**src/rtl/lia_pkg.sv**
```systemverilog
package lia_pkg;

  localparam int NUM_IDS    = 256;
  localparam int ID_W       = 9;
  localparam int FIFO_AW    = 8;
  localparam int NUM_LEVELS = 16;
  localparam int LVL_W      = 4;
  localparam int OP_W       = 3;

  localparam logic [OP_W-1:0] OP_ADD   = 3'd0;
  localparam logic [OP_W-1:0] OP_REM   = 3'd1;
  localparam logic [OP_W-1:0] OP_START = 3'd2;
  localparam logic [OP_W-1:0] OP_NEXT  = 3'd3;
  localparam logic [OP_W-1:0] OP_MARK  = 3'd4;

  typedef enum logic [3:0] {
    S_IDLE,
    S_DISP,
    S_ADD_LNK,
    S_REM_RD,
    S_REM_CHK,
    S_NXT_LD,
    S_NXT_STEP,
    S_NXT_WAIT
  } state_t;

  typedef enum logic [2:0] {
    RK_PLAIN,
    RK_ADD,
    RK_FERR,
    RK_REM_HIT,
    RK_NXT_HIT,
    RK_END
  } res_kind_t;

  typedef struct packed {
    logic      load;
    logic      take;
    logic      add_link;
    logic      walk_head;
    logic      head_cur;
    logic      rem_adv;
    logic      rem_unlink;
    logic      nxt_adv;
    logic      nxt_lvl;
    logic      cur_clear;
    logic      flag_set;
    logic      emit;
    res_kind_t kind;
  } cmd_t;

  typedef struct packed {
    logic [OP_W-1:0] op;
    logic            fifo_empty;
    logic            id_bad;
    logic            cur_zero;
    logic            cur_eq_id;
    logic            n_eq_ent;
    logic            lvl_last;
  } sts_t;

endpackage

```
**src/rtl/lia_ctrl.sv**
```systemverilog
module lia_ctrl (
  input  logic          clk,
  input  logic          rst_n,
  input  logic          start,
  input  lia_pkg::sts_t sts,
  output lia_pkg::cmd_t cmd,
  output logic          busy
);

  lia_pkg::state_t state_r;
  lia_pkg::state_t state_nxt;

  always_ff @(posedge clk) begin
    if (!rst_n) begin
      state_r <= lia_pkg::S_IDLE;
    end else begin
      state_r <= state_nxt;
    end
  end

  always_comb begin
    state_nxt = state_r;
    case (state_r)
      lia_pkg::S_IDLE: begin
        if (start) state_nxt = lia_pkg::S_DISP;
      end
      lia_pkg::S_DISP: begin
        state_nxt = lia_pkg::S_IDLE;
        case (sts.op)
          lia_pkg::OP_ADD: begin
            if (!sts.fifo_empty) state_nxt = lia_pkg::S_ADD_LNK;
          end
          lia_pkg::OP_REM: begin
            if (!sts.id_bad) state_nxt = lia_pkg::S_REM_RD;
          end
          lia_pkg::OP_NEXT: state_nxt = lia_pkg::S_NXT_STEP;
          default: state_nxt = lia_pkg::S_IDLE;
        endcase
      end
      lia_pkg::S_ADD_LNK: state_nxt = lia_pkg::S_IDLE;
      lia_pkg::S_REM_RD: begin
        state_nxt = sts.cur_zero ? lia_pkg::S_IDLE : lia_pkg::S_REM_CHK;
      end
      lia_pkg::S_REM_CHK: begin
        state_nxt = sts.cur_eq_id ? lia_pkg::S_IDLE : lia_pkg::S_REM_RD;
      end
      lia_pkg::S_NXT_LD: state_nxt = lia_pkg::S_NXT_STEP;
      lia_pkg::S_NXT_STEP: begin
        if (sts.cur_zero) begin
          state_nxt = sts.lvl_last ? lia_pkg::S_IDLE : lia_pkg::S_NXT_LD;
        end else if (sts.n_eq_ent) begin
          state_nxt = lia_pkg::S_IDLE;
        end else begin
          state_nxt = lia_pkg::S_NXT_WAIT;
        end
      end
      lia_pkg::S_NXT_WAIT: state_nxt = lia_pkg::S_NXT_STEP;
      default: state_nxt = lia_pkg::S_IDLE;
    endcase
  end

  always_comb begin
    cmd      = '0;
    cmd.kind = lia_pkg::RK_PLAIN;
    busy     = (state_r != lia_pkg::S_IDLE);
    case (state_r)
      lia_pkg::S_IDLE: begin
        cmd.load = start;
      end
      lia_pkg::S_DISP: begin
        case (sts.op)
          lia_pkg::OP_ADD: begin
            if (sts.fifo_empty) begin
              cmd.emit = 1'b1;
              cmd.kind = lia_pkg::RK_FERR;
            end else begin
              cmd.take = 1'b1;
            end
          end
          lia_pkg::OP_REM: begin
            if (sts.id_bad) cmd.emit = 1'b1;
            else cmd.walk_head = 1'b1;
          end
          lia_pkg::OP_START: begin
            cmd.cur_clear = 1'b1;
            cmd.emit      = 1'b1;
          end
          lia_pkg::OP_NEXT: begin
            cmd.walk_head = 1'b1;
            cmd.head_cur  = 1'b1;
          end
          lia_pkg::OP_MARK: begin
            cmd.flag_set = 1'b1;
            cmd.emit     = 1'b1;
          end
          default: cmd.emit = 1'b1;
        endcase
      end
      lia_pkg::S_ADD_LNK: begin
        cmd.add_link = 1'b1;
        cmd.emit     = 1'b1;
        cmd.kind     = lia_pkg::RK_ADD;
      end
      lia_pkg::S_REM_RD: begin
        cmd.emit = sts.cur_zero;
      end
      lia_pkg::S_REM_CHK: begin
        if (sts.cur_eq_id) begin
          cmd.rem_unlink = 1'b1;
          cmd.emit       = 1'b1;
          cmd.kind       = lia_pkg::RK_REM_HIT;
        end else begin
          cmd.rem_adv = 1'b1;
        end
      end
      lia_pkg::S_NXT_LD: begin
        cmd.walk_head = 1'b1;
        cmd.head_cur  = 1'b1;
      end
      lia_pkg::S_NXT_STEP: begin
        if (sts.cur_zero) begin
          if (sts.lvl_last) begin
            cmd.emit = 1'b1;
            cmd.kind = lia_pkg::RK_END;
          end else begin
            cmd.nxt_lvl = 1'b1;
          end
        end else if (sts.n_eq_ent) begin
          cmd.emit = 1'b1;
          cmd.kind = lia_pkg::RK_NXT_HIT;
        end
      end
      lia_pkg::S_NXT_WAIT: begin
        cmd.nxt_adv = 1'b1;
      end
      default: cmd = '0;
    endcase
  end

endmodule

```
**config.mk**
```make
export PLATFORM = sky130hd
export DESIGN_NAME = lia_ctrl
export DESIGN_NICKNAME = d
export VERILOG_FILES = /design/src/rtl/lia_pkg.sv /design/src/rtl/lia_ctrl.sv
export SDC_FILE = /design/constraint.sdc
export NUM_CORES = 1
export LEC_CHECK = 0
export BUFFER_PORTS_ARGS = -buffer_cell sky130_fd_sc_hd__buf_2
export CAP_MARGIN = 20
export CORE_AREA = 2 2 39 41
export CTS_BUF_LIST = sky130_fd_sc_hd__clkbuf_8
export DETAILED_ROUTE_END_ITERATION = 10
export DIE_AREA = 0 0 41 43
export PLACE_DENSITY = 0.66
export SKIP_LAST_GASP = 1
export SYNTH_ARGS = -nofsm -noshare
export SYNTH_HDL_FRONTEND = slang
export SYNTH_SLANG_ARGS = --single-unit
```
**constraint.sdc**
```tcl
create_clock -name clk -period 1.8 [get_ports clk]
set_input_delay 0.09 -clock clk [delete_from_list [all_inputs] [get_ports clk]]
set_output_delay 0.09 -clock clk [all_outputs]
set_load 0.1 [all_outputs]
```
==> results.toml, run 1 <==
[clock_network]
cts-root-buf = "clkbuf_8"
cts_inserted_buffers = 3
cts.clk_slew.worst_paths_ns = 0.03
h-tree-depth = 1
cts_tree = "yes"
clkLatencyLatePin_ns = 0.22
clkSinkCount = 3
postCtsSetupRepairBufs = 0
cts_buffer_depth = 2

[finish]
drive_above_1_share_pct = 59.1
mostFrequentLayoutCells = "buf_12 (14), buf_2 (13), buf_4 (6)"
layout_commonest_cell = "buf_12"
largest_reg_flops = 3
areaGrowthSynthToFinish_pct = 123
nets = 106
fillers = 102
diodes = 0
seq_area_um2 = 61.3
multi_input_area_um2 = 483
reg.largest.list = "state_r x3"
regMostFlops = "state_r"

[synthesis]
netlist_area_um2 = 449
syn_inst = 61
syn_nets = 73
seq_area_frac_synth_pct = 13.4
ys_top_cells_by_area = "dfxtp_1 (13%), nor3b_1 (8.4%), mux2i_4 (5.0%)"
yosysTopAreaCellShare_pct = 13.4
yosysTopAreaCell = "dfxtp_1"
synth_edf_count = 0
synthDistinctLibCells = 33
async_flop_share_pct = 0
yosysWarnings = 0
ys_seq_elements = 3
avgSynthCellArea_um2 = 7.36
ys_dominant_reg_cell = "dfxtp_1"

[grt]
grt_pass1_vias = 574
grt_first_pass_wirelength_mm = 2.30
antenna_found_initial = 0
gr-total-overflow = 0
grt_max_degree = 17
track_usage_pct = 19.0

[sta]
fin_skew_ns = 0.00125
rsz0062_at_grt = "true"
fin_ws_ns = 0.0300
setup_viol = 0
final.setup.tns_ns = 0
tightest_slew_ns = 0.485
fmax_ghz = 0.565
period_minus_slack_ns = 1.77
slew_viol_final = 0
hold_viol_final = 0
max_slew_margin_pct = 67.9
period_share_pct = 98.3

[routing]
drc = 0
wl_mm = 1.48
wl_per_cell_um = 13.6
ant_nets = 0
routed-via-count = 601
drt_iter0_markers = 17
firstDrtPassIters = 4
vias_per_cell = 5.51

[placed_design]
place.gp.congestion = 0.788
port_buffers = 27
place_ws_ns = 0.246
hpwlAfterDp_mm = 1.17

[floorplanning]
ios = 28
core_area_mm2 = 0.00138
initial_core_util_pct = 32.5
die_h_um = 43
die_area_mm2 = 0.00176
die_w_um = 41
rows = 14

[hold_path]
min_path_type = "in2reg"
worstHoldPathCells = 3

[power]
ir_worst_vdd_v = 0.000277
power_density_mw_per_mm2 = 493
power.leakage_nw = 0.394

[critical_path]
critical_path_depth = 4
ff2ff_setup_slack_ns = 0.47
slowest_delay_ns = 0.50
cp_top_family = "simple AND/OR/NAND/NOR gates"
worstRegToRegCells = 4
path_buf_inv = 1
cp-start-kind = "flip-flop"
cp_max_fo = 6
required_ns = 1.71
arrival_ns = 1.68
critPathKind = "reg2out"
cp-end-kind = "output port"
path_cells = "nand3b_1 > nor2_2 > or4_4 > buf_2"
crit_slowest_cell = "or4_4"

[run]
maxCapViolCount = 0

[status]
status = "completed"
## cells in the mapped netlist, types with 2 or more instances
master and number:
nand2b_1 2, nor2b_1 2, nand2_1 4, a31oi_1 2, nand3b_1 3, dfxtp_1 3, nand4b_1 2, nor3b_1 5
clkbuf_1 2, nand3_1 2, o31ai_1 2, buf_2 3, nor2_1 5, a21oi_1 4, and2b_2 2
## worst min-delay path: stages
cell     delay (ns)
buf_2          0.10
o31ai_1        0.10
a31oi_1        0.06
## where the power goes
group | switching, mW | internal [mW]
combinational | 0.147 | 0.0781
clock | 0.0479 | 0.145
sequential | 0.00505 | 0.0705
## through the flow
step                cells  power [mW]  hold WS [ns]  utilization (%)  area, um^2
global route          109       0.512         0.219             72.5        1000
finish                109       0.494         0.184             72.5        1000
detailed placement    105       0.298         0.406             68.6         950
global placement      105       0.296         0.393             68.6         950
CTS                   109       0.496         0.176             71.9         995
floorplan              61       0.225         0.258                -         568
## worst paths after layout
path / start / to
setup / recovery: state_r[0] / cmd[3]
hold / removal: rst_n / state_r[0]
setup reg to reg: state_r[1] / state_r[0]
hold reg to reg: state_r[0] / state_r[1]
## routing by layer
layer / global-route usage [%] / up-vias / wire length [um]
met5: 0 / - / 0
met4: 9.33 / 0 / 19
met3: 3.14 / 4 / 83
met2: 32.5 / 28 / 801
met1: 21.0 / 274 / 579
li1: - / 295 / -
## cell families (layout without fill, tap and decap cells)
logic type             Yosys count  after routing  synth area share (%)
AOI/OAI and AO/OA               14             14                  21.4
buffers and inverters            6             38                  5.85
and+or+nand+nor                 37             37                  54.3
DFF                              3              3                  13.4
muxes                            1              1                  5.01
## timing repair
action,4_1_cts,5_1_grt
resized for setup,0,1
hold buffers,0,0
endpoints found under the setup margin,0,2
## final cells by class
class                      instances  share of cell area (%)
clock buffer                       3                    4.11
clock inverter                     1                   0.374
timing repair buffer              33                    38.9
sequential                         3                    6.11
tap                               16                    2.00
inverter                           1                   0.374
multi-input combinational         52                    48.1
Note: power is estimated with default switching activity, not from simulation.
==> inputs of run 2 (changes only) <==
--- a/config.mk
+++ b/config.mk
@@ -8,7 +8,6 @@
 export BUFFER_PORTS_ARGS = -buffer_cell sky130_fd_sc_hd__buf_2
 export CAP_MARGIN = 20
 export CORE_AREA = 2 2 39 41
-export CTS_BUF_LIST = sky130_fd_sc_hd__clkbuf_8
 export DETAILED_ROUTE_END_ITERATION = 10
 export DIE_AREA = 0 0 41 43
 export PLACE_DENSITY = 0.66
==> run 2 against run 1 <==
Power down 14%. Global-route usage fell by 0.20 points. Clock skew rose by 0.00093 ns. Final cell count did not move. Fmax rose by 1.6%. Via count up 1.7%. Critical path depth is the same. Sequential share of layout area increased by 0.085 points. Worst setup slack improved by 0.028 ns. Non-clock buffer count stayed put. Largest cell class unchanged.
==> results.toml, run 2 (synthesized netlist as in run 1, its figures left out) <==
[critical_path]
slowest_delay_ns = 0.50
ff2ff_setup_slack_ns = 0.44
cp_max_fo = 6
path_buf_inv = 1
arrival_ns = 1.65
critPathKind = "reg2out"
cp_top_family = "simple AND/OR/NAND/NOR gates"
required_ns = 1.71
cp-start-kind = "flip-flop"
path_cells = "nand3b_1 > nor2_2 > or4_4 > buf_4"
crit_slowest_cell = "or4_4"
cp-end-kind = "output port"

[grt]
grt_first_pass_wirelength_mm = 2.30
track_usage_pct = 18.8
grt_max_degree = 17
antenna_found_initial = 0
grt_pass1_vias = 581
gr-total-overflow = 0

[finish]
regMostFlops = "state_r"
seq_area_um2 = 61.3
largest_reg_flops = 3
nets = 106
fillers = 94
reg.largest.list = "state_r x3"
areaGrowthSynthToFinish_pct = 120
diodes = 0
drive_above_1_share_pct = 59.1
design_area_um2 = 990
mostFrequentLayoutCells = "buf_12 (14), buf_2 (11), buf_4 (7)"
layout_commonest_cell = "buf_12"
multi_input_area_um2 = 483

[routing]
ant_nets = 0
drc = 0
firstDrtPassIters = 5
wl_mm = 1.41
wl_per_cell_um = 12.9
drt_iter0_markers = 14
routed-via-count = 611
vias_per_cell = 5.61

[clock_network]
clkLatencyLatePin_ns = 0.24
h-tree-depth = 1
cts.clk_slew.worst_paths_ns = 0.04
cts-root-buf = "clkbuf_4"
clkSinkCount = 3
postCtsSetupRepairBufs = 0
cts_inserted_buffers = 3
cts_tree = "yes"
cts_hold_buf = 0
cts_buffer_depth = 2

[floorplanning]
ios = 28
die_w_um = 41
core_area_mm2 = 0.00138
initial_core_util_pct = 32.5
die_h_um = 43
rows = 14
die_area_mm2 = 0.00176

[placed_design]
port_buffers = 27
placed_cell_area_um2 = 950
place_ws_ns = 0.246
place.gp.congestion = 0.788
hpwlAfterDp_mm = 1.17

[power]
ir_worst_vdd_v = 0.000267
power_density_mw_per_mm2 = 432
power.leakage_nw = 0.383

[sta]
rsz0062_at_grt = "false"
hold_viol_final = 0
tightest_slew_ns = 0.396
fin_ws_ns = 0.0584
max_slew_margin_pct = 73.4
period_share_pct = 96.8
setup_viol = 0
slew_viol_final = 0
period_minus_slack_ns = 1.74
fmax_ghz = 0.574
fin_skew_ns = 0.00218

[status]
status = "completed"

[run]
maxCapViolCount = 0

[hold_path]
min_path_type = "in2reg"
==> run 2: changes by cell type in the layout (fill, tap and decap cells not counted) <==
cell / before / now
clkbuf_8: 3 / 0
buf_2: 13 / 11
buf_4: 6 / 7
inv_1: 2 / 1
clkbuf_1: 0 / 1
clkbuf_4: 0 / 4
==> run 2: metrics by stage <==
step           instances  util (%)  hold WS (ns)  power (mW)  TNS, ns
2_1_floorplan         61         -         0.258       0.225   -0.591
3_3_place_gp         105      68.6         0.393       0.296        0
3_5_place_dp         105      68.6         0.406       0.298        0
4_1_cts              109      71.2         0.152       0.427        0
5_1_grt              109      71.5         0.187       0.443        0
6_report             109      71.5         0.166       0.427        0
==> run 2: area by class of cell <==
type	count	area share, %
inverter	1	0.379
timing repair buffer	33	39.9
sequential	3	6.19
multi-input combinational	52	48.8
tap	16	2.02
clock buffer	4	2.65
==> run 2: worst paths after layout <==
path                    from          to  cells after the start
setup / recovery  state_r[0]      cmd[3]                      4
hold / removal         rst_n  state_r[1]                      3
setup reg to reg  state_r[1]  state_r[0]                      4
hold reg to reg   state_r[0]  state_r[1]                      3
==> run 2: where the power goes <==
| group | switching [mW] | internal, mW | leakage (nW) |
|---|---|---|---|
| sequential | 0.00506 | 0.0703 | 0.0247 |
| clock | 0.0410 | 0.0834 | 0.0150 |
| combinational | 0.147 | 0.0805 | 0.343 |
==> run 2: timing repair <==
action                     4_1_cts  5_1_grt
setup endpoints to repair        2        2
pin swaps                        0        0
resized for setup                1        3
==> run 2: layer usage <==
metal	share of wire, %	GRT usage, %	vias up
met5	0	0	-
met4	1.1	8.00	0
met3	5.7	4.71	2
met2	55	31.6	31
met1	38	21.0	282
li1	-	-	296
==> run 2: worst min-delay path: stages <==
cell and delay [ns]:
buf_2 0.10, o31ai_1 0.11, a21oi_1 0.05
